File: src/design/grammar_token_scanner_unit_assert.svh
// Assertion macros used by the scanner top module.
// Each macro names its assertion and reports through $error.
`ifndef GRAMMAR_TOKEN_SCANNER_UNIT_ASSERT_SVH
`define GRAMMAR_TOKEN_SCANNER_UNIT_ASSERT_SVH

`ifndef SYNTHESIS
// Checked on every rising clock edge outside reset.
`define GTS_ASSERT(lbl, clk, rstn, prop, msg) \
    lbl: assert property (@(posedge clk) disable iff (!rstn) prop) else $error(msg);
// Checked on every rising clock edge, reset included.
`define GTS_ASSERT_ALWAYS(lbl, clk, prop, msg) \
    lbl: assert property (@(posedge clk) prop) else $error(msg);
`else
`define GTS_ASSERT(lbl, clk, rstn, prop, msg)
`define GTS_ASSERT_ALWAYS(lbl, clk, prop, msg)
`endif

`endif

File: src/design/gts_pkg.sv
package gts_pkg;

    // Scanner mode codes.
    localparam logic [2:0] MODE_IDLE    = 3'd0;
    localparam logic [2:0] MODE_WEIGHT  = 3'd1;
    localparam logic [2:0] MODE_IDENT   = 3'd2;
    localparam logic [2:0] MODE_LITERAL = 3'd3;
    localparam logic [2:0] MODE_ERROR   = 3'd4;

    // Token kind codes.
    localparam logic [3:0] KIND_ERROR   = 4'd0;
    localparam logic [3:0] KIND_EOF     = 4'd1;
    localparam logic [3:0] KIND_LITERAL = 4'd2;
    localparam logic [3:0] KIND_IDENT   = 4'd3;
    localparam logic [3:0] KIND_WEIGHT  = 4'd4;
    localparam logic [3:0] KIND_EQUAL   = 4'd5;
    localparam logic [3:0] KIND_SEMI    = 4'd6;
    localparam logic [3:0] KIND_BAR     = 4'd7;
    localparam logic [3:0] KIND_PLUS    = 4'd8;
    localparam logic [3:0] KIND_BANG    = 4'd9;
    localparam logic [3:0] KIND_LPAREN  = 4'd10;
    localparam logic [3:0] KIND_RPAREN  = 4'd11;
    localparam logic [3:0] KIND_LBRACK  = 4'd12;
    localparam logic [3:0] KIND_RBRACK  = 4'd13;
    localparam logic [3:0] KIND_LBRACE  = 4'd14;
    localparam logic [3:0] KIND_RBRACE  = 4'd15;

    // Characters with a meaning of their own.
    localparam logic [7:0] CH_DQUOTE     = 8'h22;
    localparam logic [7:0] CH_SQUOTE     = 8'h27;
    localparam logic [7:0] CH_UNDERSCORE = 8'h5F;

    // One output record.
    typedef struct packed {
        logic       token_done;
        logic       has_byte;
        logic [7:0] lexeme_byte;
        logic [3:0] kind;
    } rec_t;

    // Everything one scan step decides.
    typedef struct packed {
        logic [1:0] count;
        rec_t       rec0;
        rec_t       rec1;
        logic [2:0] mode_next;
        logic       quote_dbl_next;
    } step_t;

    function automatic logic is_digit(input logic [7:0] c);
        return (c >= 8'h30) && (c <= 8'h39);
    endfunction

    function automatic logic is_alpha(input logic [7:0] c);
        return ((c >= 8'h41) && (c <= 8'h5A)) || ((c >= 8'h61) && (c <= 8'h7A));
    endfunction

    function automatic logic is_space(input logic [7:0] c);
        return (c == 8'h20) || ((c >= 8'h09) && (c <= 8'h0D));
    endfunction

    // Punctuation kind, or KIND_ERROR for a byte that is not punctuation.
    function automatic logic [3:0] punct_kind(input logic [7:0] c);
        logic [3:0] k;
        case (c)
            8'h3D: k = KIND_EQUAL;
            8'h3B: k = KIND_SEMI;
            8'h7C: k = KIND_BAR;
            8'h2B: k = KIND_PLUS;
            8'h21: k = KIND_BANG;
            8'h28: k = KIND_LPAREN;
            8'h29: k = KIND_RPAREN;
            8'h5B: k = KIND_LBRACK;
            8'h5D: k = KIND_RBRACK;
            8'h7B: k = KIND_LBRACE;
            8'h7D: k = KIND_RBRACE;
            default: k = KIND_ERROR;
        endcase
        return k;
    endfunction

    function automatic rec_t make_rec(input logic [3:0] kind, input logic [7:0] b,
                                      input logic has, input logic done);
        rec_t r;
        r.kind        = kind;
        r.lexeme_byte = b;
        r.has_byte    = has;
        r.token_done  = done;
        return r;
    endfunction

endpackage

File: src/design/gts_scan_step.sv
module gts_scan_step (
    input  logic [2:0]      mode,
    input  logic            quote_dbl,
    input  logic [7:0]      ch,
    input  logic            end_of_input,
    output gts_pkg::step_t  step
);

    logic            eoi;
    logic            st_emit;
    gts_pkg::rec_t   st_rec;
    logic [2:0]      st_mode;
    logic            st_qd;
    logic [3:0]      pk;
    logic [7:0]      close_ch;

    assign eoi      = end_of_input || (ch == 8'h00);
    assign pk       = gts_pkg::punct_kind(ch);
    assign close_ch = quote_dbl ? gts_pkg::CH_DQUOTE : gts_pkg::CH_SQUOTE;

    // Decode of the byte as the start of a new token.
    always_comb begin
        st_emit = 1'b0;
        st_rec  = gts_pkg::make_rec(gts_pkg::KIND_ERROR, 8'h00, 1'b0, 1'b1);
        st_mode = gts_pkg::MODE_IDLE;
        st_qd   = quote_dbl;
        if (gts_pkg::is_space(ch)) begin
            st_emit = 1'b0;
        end else if (gts_pkg::is_digit(ch)) begin
            st_emit = 1'b1;
            st_rec  = gts_pkg::make_rec(gts_pkg::KIND_WEIGHT, ch, 1'b1, 1'b0);
            st_mode = gts_pkg::MODE_WEIGHT;
        end else if (gts_pkg::is_alpha(ch)) begin
            st_emit = 1'b1;
            st_rec  = gts_pkg::make_rec(gts_pkg::KIND_IDENT, ch, 1'b1, 1'b0);
            st_mode = gts_pkg::MODE_IDENT;
        end else if ((ch == gts_pkg::CH_DQUOTE) || (ch == gts_pkg::CH_SQUOTE)) begin
            st_mode = gts_pkg::MODE_LITERAL;
            st_qd   = (ch == gts_pkg::CH_DQUOTE);
        end else if (pk != gts_pkg::KIND_ERROR) begin
            st_emit = 1'b1;
            st_rec  = gts_pkg::make_rec(pk, 8'h00, 1'b0, 1'b1);
        end else begin
            st_emit = 1'b1;
            st_mode = gts_pkg::MODE_ERROR;
        end
    end

    // One step of the scanner: up to two records and the next mode.
    always_comb begin
        step.count          = 2'd0;
        step.rec0           = st_rec;
        step.rec1           = st_rec;
        step.mode_next      = mode;
        step.quote_dbl_next = quote_dbl;
        if (mode == gts_pkg::MODE_ERROR) begin
            if (eoi) begin
                step.mode_next = gts_pkg::MODE_IDLE;
            end
        end else if (eoi) begin
            // Close any open token, then report end of input.
            step.rec1      = gts_pkg::make_rec(gts_pkg::KIND_EOF, 8'h00, 1'b0, 1'b1);
            step.mode_next = gts_pkg::MODE_IDLE;
            case (mode)
                gts_pkg::MODE_WEIGHT: begin
                    step.rec0  = gts_pkg::make_rec(gts_pkg::KIND_WEIGHT, 8'h00, 1'b0, 1'b1);
                    step.count = 2'd2;
                end
                gts_pkg::MODE_IDENT: begin
                    step.rec0  = gts_pkg::make_rec(gts_pkg::KIND_IDENT, 8'h00, 1'b0, 1'b1);
                    step.count = 2'd2;
                end
                gts_pkg::MODE_LITERAL: begin
                    step.rec0  = gts_pkg::make_rec(gts_pkg::KIND_LITERAL, 8'h00, 1'b0, 1'b1);
                    step.count = 2'd2;
                end
                default: begin
                    step.rec0  = gts_pkg::make_rec(gts_pkg::KIND_EOF, 8'h00, 1'b0, 1'b1);
                    step.count = 2'd1;
                end
            endcase
        end else begin
            case (mode)
                gts_pkg::MODE_WEIGHT: begin
                    if (gts_pkg::is_digit(ch)) begin
                        step.rec0  = gts_pkg::make_rec(gts_pkg::KIND_WEIGHT, ch, 1'b1, 1'b0);
                        step.count = 2'd1;
                    end else begin
                        step.rec0           = gts_pkg::make_rec(gts_pkg::KIND_WEIGHT, 8'h00,
                                                                1'b0, 1'b1);
                        step.count          = st_emit ? 2'd2 : 2'd1;
                        step.mode_next      = st_mode;
                        step.quote_dbl_next = st_qd;
                    end
                end
                gts_pkg::MODE_IDENT: begin
                    if (gts_pkg::is_alpha(ch) || gts_pkg::is_digit(ch) ||
                        (ch == gts_pkg::CH_UNDERSCORE)) begin
                        step.rec0  = gts_pkg::make_rec(gts_pkg::KIND_IDENT, ch, 1'b1, 1'b0);
                        step.count = 2'd1;
                    end else begin
                        step.rec0           = gts_pkg::make_rec(gts_pkg::KIND_IDENT, 8'h00,
                                                                1'b0, 1'b1);
                        step.count          = st_emit ? 2'd2 : 2'd1;
                        step.mode_next      = st_mode;
                        step.quote_dbl_next = st_qd;
                    end
                end
                gts_pkg::MODE_LITERAL: begin
                    step.count = 2'd1;
                    if (ch == close_ch) begin
                        step.rec0      = gts_pkg::make_rec(gts_pkg::KIND_LITERAL, 8'h00,
                                                           1'b0, 1'b1);
                        step.mode_next = gts_pkg::MODE_IDLE;
                    end else begin
                        step.rec0 = gts_pkg::make_rec(gts_pkg::KIND_LITERAL, ch, 1'b1, 1'b0);
                    end
                end
                default: begin
                    // Idle, and the unused codes that act as idle.
                    step.rec0           = st_rec;
                    step.count          = st_emit ? 2'd1 : 2'd0;
                    step.mode_next      = st_mode;
                    step.quote_dbl_next = st_qd;
                end
            endcase
        end
    end

endmodule

File: src/design/gts_rec_fifo.sv
module gts_rec_fifo #(
    parameter int DEPTH = 4
) (
    input  logic                         aclk,
    input  logic                         aresetn,
    input  logic [1:0]                   push_cnt,
    input  gts_pkg::rec_t                push_rec0,
    input  gts_pkg::rec_t                push_rec1,
    input  logic                         pop,
    output gts_pkg::rec_t                head,
    output logic                         not_empty,
    output logic                         room2,
    output logic [$clog2(DEPTH+1)-1:0]   count
);

    localparam int PTR_W = $clog2(DEPTH);
    localparam int CNT_W = $clog2(DEPTH + 1);
    localparam logic [PTR_W-1:0] LAST_PTR = PTR_W'(DEPTH - 1);

    gts_pkg::rec_t    mem_reg [DEPTH];
    logic [PTR_W-1:0] wr_ptr_reg, wr_ptr_next, wr_ptr_plus1;
    logic [PTR_W-1:0] rd_ptr_reg, rd_ptr_next;
    logic [CNT_W-1:0] count_reg, count_next;
    logic             do_pop;

    function automatic logic [PTR_W-1:0] ptr_inc(input logic [PTR_W-1:0] p);
        return (p == LAST_PTR) ? '0 : p + PTR_W'(1);
    endfunction

    assign do_pop       = pop && (count_reg != '0);
    assign wr_ptr_plus1 = ptr_inc(wr_ptr_reg);

    // Pointer and fill count update.
    always_comb begin
        wr_ptr_next = wr_ptr_reg;
        case (push_cnt)
            2'd1:    wr_ptr_next = wr_ptr_plus1;
            2'd2:    wr_ptr_next = ptr_inc(wr_ptr_plus1);
            default: wr_ptr_next = wr_ptr_reg;
        endcase
        rd_ptr_next = do_pop ? ptr_inc(rd_ptr_reg) : rd_ptr_reg;
        count_next  = count_reg + CNT_W'(push_cnt) - CNT_W'(do_pop);
    end

    always_ff @(posedge aclk) begin
        if (!aresetn) begin
            wr_ptr_reg <= '0;
            rd_ptr_reg <= '0;
            count_reg  <= '0;
        end else begin
            wr_ptr_reg <= wr_ptr_next;
            rd_ptr_reg <= rd_ptr_next;
            count_reg  <= count_next;
        end
    end

    // Record storage: up to two words written per cycle.
    always_ff @(posedge aclk) begin
        if (push_cnt != 2'd0) begin
            mem_reg[wr_ptr_reg] <= push_rec0;
        end
        if (push_cnt == 2'd2) begin
            mem_reg[wr_ptr_plus1] <= push_rec1;
        end
    end

    assign head      = mem_reg[rd_ptr_reg];
    assign not_empty = (count_reg != '0);
    assign room2     = (count_reg <= CNT_W'(DEPTH - 2));
    assign count     = count_reg;

endmodule

File: src/design/grammar_token_scanner_unit.sv
// First record path: input register, then the record queue.
// Throughput: one input word per cycle while each word yields at most one
// record and the queue has room for two; records leave one per cycle while
// m_tready is high, and a word that closes one token and opens another pushes
// two records at once, absorbed by the record queue.
// Reset (aresetn low, synchronous): scanner idle, queue empty, no output valid.
`include "grammar_token_scanner_unit_assert.svh"

module grammar_token_scanner_unit #(
    parameter int FIFO_DEPTH = 4
) (
    input  logic        aclk,
    input  logic        aresetn,
    input  logic        s_tvalid,
    output logic        s_tready,
    input  logic [7:0]  s_tdata,   // [7:0] ch
    input  logic        s_tlast,   // end_of_input
    output logic        m_tvalid,
    input  logic        m_tready,
    output logic [7:0]  m_tdata,   // [7:0] lexeme_byte
    output logic [4:0]  m_tuser,   // [3:0] kind, [4] has_byte
    output logic        m_tlast    // token_done
);

    localparam int CNT_W = $clog2(FIFO_DEPTH + 1);

    logic                in_vld_reg;
    logic [7:0]          in_ch_reg;
    logic                in_last_reg;
    logic [2:0]          mode_reg;
    logic                quote_dbl_reg;
    logic                consume;
    logic                room2;
    logic [1:0]          push_cnt;
    logic [CNT_W-1:0]    fifo_count;
    gts_pkg::step_t      step;
    gts_pkg::rec_t       head;
    logic [CNT_W:0]      fill_after;
    logic [CNT_W:0]      fill_limit;
    logic                err_push;
    logic                eoi_consume;
    logic                mode_idle;
    logic                pair_open;

    // The input register empties whenever the queue can take two records.
    assign consume  = in_vld_reg && room2;
    assign s_tready = !in_vld_reg || room2;

    // Input register.
    always_ff @(posedge aclk) begin
        if (!aresetn) begin
            in_vld_reg <= 1'b0;
        end else if (s_tready) begin
            in_vld_reg <= s_tvalid;
        end
    end

    always_ff @(posedge aclk) begin
        if (s_tvalid && s_tready) begin
            in_ch_reg   <= s_tdata;
            in_last_reg <= s_tlast;
        end
    end

    // Scan one byte against the current mode.
    gts_scan_step u_step (
        .mode         (mode_reg),
        .quote_dbl    (quote_dbl_reg),
        .ch           (in_ch_reg),
        .end_of_input (in_last_reg),
        .step         (step)
    );

    // Scanner state.
    always_ff @(posedge aclk) begin
        if (!aresetn) begin
            mode_reg      <= gts_pkg::MODE_IDLE;
            quote_dbl_reg <= 1'b0;
        end else if (consume) begin
            mode_reg      <= step.mode_next;
            quote_dbl_reg <= step.quote_dbl_next;
        end
    end

    assign push_cnt = consume ? step.count : 2'd0;

    // Output record queue.
    gts_rec_fifo #(
        .DEPTH (FIFO_DEPTH)
    ) u_fifo (
        .aclk      (aclk),
        .aresetn   (aresetn),
        .push_cnt  (push_cnt),
        .push_rec0 (step.rec0),
        .push_rec1 (step.rec1),
        .pop       (m_tready),
        .head      (head),
        .not_empty (m_tvalid),
        .room2     (room2),
        .count     (fifo_count)
    );

    assign m_tdata = head.lexeme_byte;
    assign m_tuser = {head.has_byte, head.kind};
    assign m_tlast = head.token_done;

    // Terms watched by the checks below.
    assign fill_after  = (CNT_W+1)'(fifo_count) + (CNT_W+1)'(push_cnt);
    assign fill_limit  = (CNT_W+1)'(FIFO_DEPTH) + (CNT_W+1)'(m_tvalid && m_tready);
    assign err_push    = consume && (mode_reg == gts_pkg::MODE_ERROR) && (push_cnt != 2'd0);
    assign eoi_consume = consume && in_last_reg;
    assign mode_idle   = (mode_reg == gts_pkg::MODE_IDLE);
    assign pair_open   = (push_cnt == 2'd2) && !step.rec0.token_done;

    // The queue never overflows.
    `GTS_ASSERT(a_no_overflow, aclk, aresetn, fill_after <= fill_limit, "record queue overflow")
    // Nothing is reported while the scanner waits out an error.
    `GTS_ASSERT(a_error_silent, aclk, aresetn, !err_push, "record emitted in error mode")
    // End of input always returns the scanner to idle.
    `GTS_ASSERT(a_eoi_idle, aclk, aresetn, eoi_consume |=> mode_idle, "not idle after end")
    // A word with two records always begins by closing a token.
    `GTS_ASSERT(a_pair_closes, aclk, aresetn, !pair_open, "record pair without closing record")
    // Reset empties the output side.
    `GTS_ASSERT_ALWAYS(a_reset_empty, aclk, !aresetn |=> !m_tvalid, "output valid after reset")

endmodule
File: config.mk
export PLATFORM = sky130hd
export DESIGN_NAME = grammar_token_scanner_unit
export DESIGN_NICKNAME = d
export VERILOG_FILES = /design/src/design/gts_pkg.sv /design/src/design/gts_scan_step.sv /design/src/design/gts_rec_fifo.sv /design/src/design/grammar_token_scanner_unit.sv
export VERILOG_INCLUDE_DIRS = /design/src /design/src/design
export SDC_FILE = /design/constraint.sdc
export NUM_CORES = 1
export LEC_CHECK = 0
export BUFFER_PORTS_ARGS = -buffer_cell sky130_fd_sc_hd__buf_2
export CAP_MARGIN = 15
export CORE_MARGIN = 3
export CORE_UTILIZATION = 50
export CTS_CLUSTER_DIAMETER = 200
export DETAILED_ROUTE_END_ITERATION = 10
export PLACE_DENSITY_LB_ADDON = 0.12
export SYNTH_ARGS = -nofsm -noshare
export SYNTH_HDL_FRONTEND = slang
export SYNTH_SLANG_ARGS = --single-unit
export TNS_END_PERCENT = 50
File: constraint.sdc
create_clock -name aclk -period 4.9 [get_ports aclk]
set_input_delay 0.735 -clock aclk [delete_from_list [all_inputs] [get_ports aclk]]
set_output_delay 0.735 -clock aclk [all_outputs]
set_load 0.01 [all_outputs]
==> results.toml <==
[setup_path]
path_max_fanout = 18
critPathRequiredTime_ns = 4.99
timing.rr.start = "in_ch_reg[4]"
reg2regPathDepth = 11
end_kind = "flop"
cp.arrival_ns = 3.99
crit_path_start_kind = "flop"
rrSetupSlack_ns = 1.00
reg2reg_to = "u_fifo.mem_reg[3][13]"
crit_type = "reg2reg"

[clocking]
numCtsBuffers = 9
clock-root-buffer = "clkbuf_8"
htree_levels = 3
ctsHoldBuffers = 0
cts_resized = 0
clk_pin_slew_ns = 0.09
post_cts_buffers = 0
cts_max_path_buffers = 2
cts_tree = "built"
insertion_delay_ns = 0.36
clock_sinks = 79

[pwr]
pwr-share-seq = 0.468
p_switching_uw = 555
ir_worst_vdd_uv = 197
p_per_area_mw_per_mm2 = 370
p_int_mw = 1.29
power.leakage_nw = 1.80
power_frac_comb = 0.238
clock_power_share = 0.293
p_sw_frac = 0.300

[synthesis]
syn_area_mm2 = 0.00456
synth_edf_count = 65
synth_seq_cells = 79
synth_nets = 443
syn_inst = 415
synthArstFlopShare = 0
avgSynthCellArea_um2 = 11.0
synth_top_area_share = 0.428
synth_top_area_cell = "edfxtp_1"
synth_area_leaders = "edfxtp_1 (43%), mux4_2 (6.9%), dfxtp_1 (6.2%), and2_1 (4.3%), ha_1 (3.8%)"
synth_cell_types = 65
synthFlopType = "edfxtp_1"
yosys_warnings = 0
yosysSeqAreaShare = 0.490

[routing]
remaining_drc_errors = 0
dr.pass1.iters = 5
drtIter0Drc = 225
wire_per_inst_um = 18.1
wirelength_um = 9900
viasPerCell = 6.03
num_vias = 3292
drtAntennaViolNets = 0

[floorplanning]
fp-row-count = 34
die_area_mm2 = 0.0103
fp.dieW_um = 101
io_pins = 29
fp.coreArea_mm2 = 0.00881
start_util = 0.517
die_h_um = 101

[placed_design]
dp.cells = 530
dp_hpwl_um = 7020
io_buffers = 28
gp_congestion = 0.888

[finish]
fin_cells = 546
diodes = 0
mostFrequentLayoutCell = "edfxtp_1"
final_cell_mix = "edfxtp_1 (65), nand2_1 (42), and2_1 (31)"
syn_to_final_growth_pct = 9.56
finalNetCount = 461
drive_gt1_frac = 0.180
largest_reg_flops = 56

[global_routing]
grt_pass1_vias = 3095
overflow = 0
grt_max_degree = 24
grt_pass1_wl_um = 16300
antenna_found_initial = 0
grt_util_all_layers = 0.207

[run_status]
outcome = "completed"

[hold_path]
holdPathEnd = "in_vld_reg"
hold_depth = 2
min_from = "in_vld_reg"
hp-class = "reg2reg"

[sta]
worstMarginPinSlew_ns = 0.975
relSlewSlack = 0.349
skew_ns = 0.0138
period_share = 0.796
finalMaxSlewViolations = 0
tns_ns = 0
rsz0062_at_grt = "false"
period_minus_slack_ns = 3.90
maxClockFrequency_mhz = 256
hold_viol = 0
setup_violations = 0

[job]
drv_cap = 0
## metal layers
metal	vias to the layer above	global-route usage	wire [um]
met1	1556	0.289	4510
li1	1591	-	-
met3	19	0.0372	529
met5	-	0	0
met2	126	0.320	4610
met4	0	0.0838	247
## cell families after synthesis
family,share of synthesized area
AO/OA/AOI/OAI,0.154
XOR/XNOR,0.00961
adder cells (fa/ha/maj),0.0450
buffers and inverters,0.0428
flip-flops,0.490
multiplexers,0.0714
AND/OR/NAND/NOR,0.188
## worst max-delay path by stage
stage / startpoint / endpoint / slack [ns] / cells past startpoint
after floorplan: in_ch_reg[1] / u_fifo.mem_reg[2][0] / 1.23 / 11
after global placement: in_ch_reg[4] / u_fifo.mem_reg[0][7] / 1.13 / 11
after detailed placement: in_ch_reg[4] / u_fifo.mem_reg[3][13] / 1.05 / 11
after CTS: in_ch_reg[4] / u_fifo.mem_reg[3][13] / 1.02 / 11
after global routing: in_ch_reg[4] / u_fifo.mem_reg[1][8] / 0.62 / 10
final: in_ch_reg[4] / u_fifo.mem_reg[3][13] / 1.00 / 11
## cell type report
type                    count  area, um^2
flip-flops and latches     79        2230
clock buffers              10         128
clock inverters             6        92.6
multi-input cells         286        2130
fillers                   748        3810
repair buffers             35         193
inverters                  22        82.6
well taps                 108         135
## synth_stat cells, types with 14 or more instances
cell	instances
nor2_1	18
inv_1	22
edfxtp_1	65
o21ai_0	17
nand2_1	42
dfxtp_1	14
mux4_2	14
ha_1	14
a21oi_1	23
o22ai_1	18
clkbuf_1	19
and2_1	31
## critical path, cell delays in order (launching register included)
cell and delay (ns):
edfxtp_1 0.82, nand2_2 0.13, or4b_2 0.74, a311oi_4 0.33, nor3_1 0.08, nand2_1 0.13, nand3_1 0.12, ha_1 0.33
nand2_1 0.39, nand2_1 0.12, o22ai_2 0.34, inv_1 0.09
## power groups by stage
| stage | clock network, mW | registers, mW | logic (mW) |
|---|---|---|---|
| 2_1_floorplan | 0 | 0.830 | 0.360 |
| 3_3_place_gp | 0 | 0.880 | 0.437 |
| 3_5_place_dp | 0 | 0.884 | 0.443 |
| 4_1_cts | 0.554 | 0.869 | 0.446 |
| 5_1_grt | 0.580 | 0.879 | 0.494 |
| 6_report | 0.542 | 0.865 | 0.441 |
## stage by stage
step | total power, mW | util | hold slack, ns | cell area [um^2] | setup WS [ns]
floorplan | 1.19 | - | 0.467 | 4560 | 1.23
global placement | 1.32 | 0.542 | 0.513 | 4770 | 1.13
detailed placement | 1.33 | 0.542 | 0.520 | 4770 | 1.05
CTS | 1.87 | 0.567 | 0.536 | 4990 | 1.02
global route | 1.95 | 0.567 | 0.541 | 4990 | 0.619
finish | 1.85 | 0.567 | 0.527 | 4990 | 1.00
(Power assumes the default switching activity.)
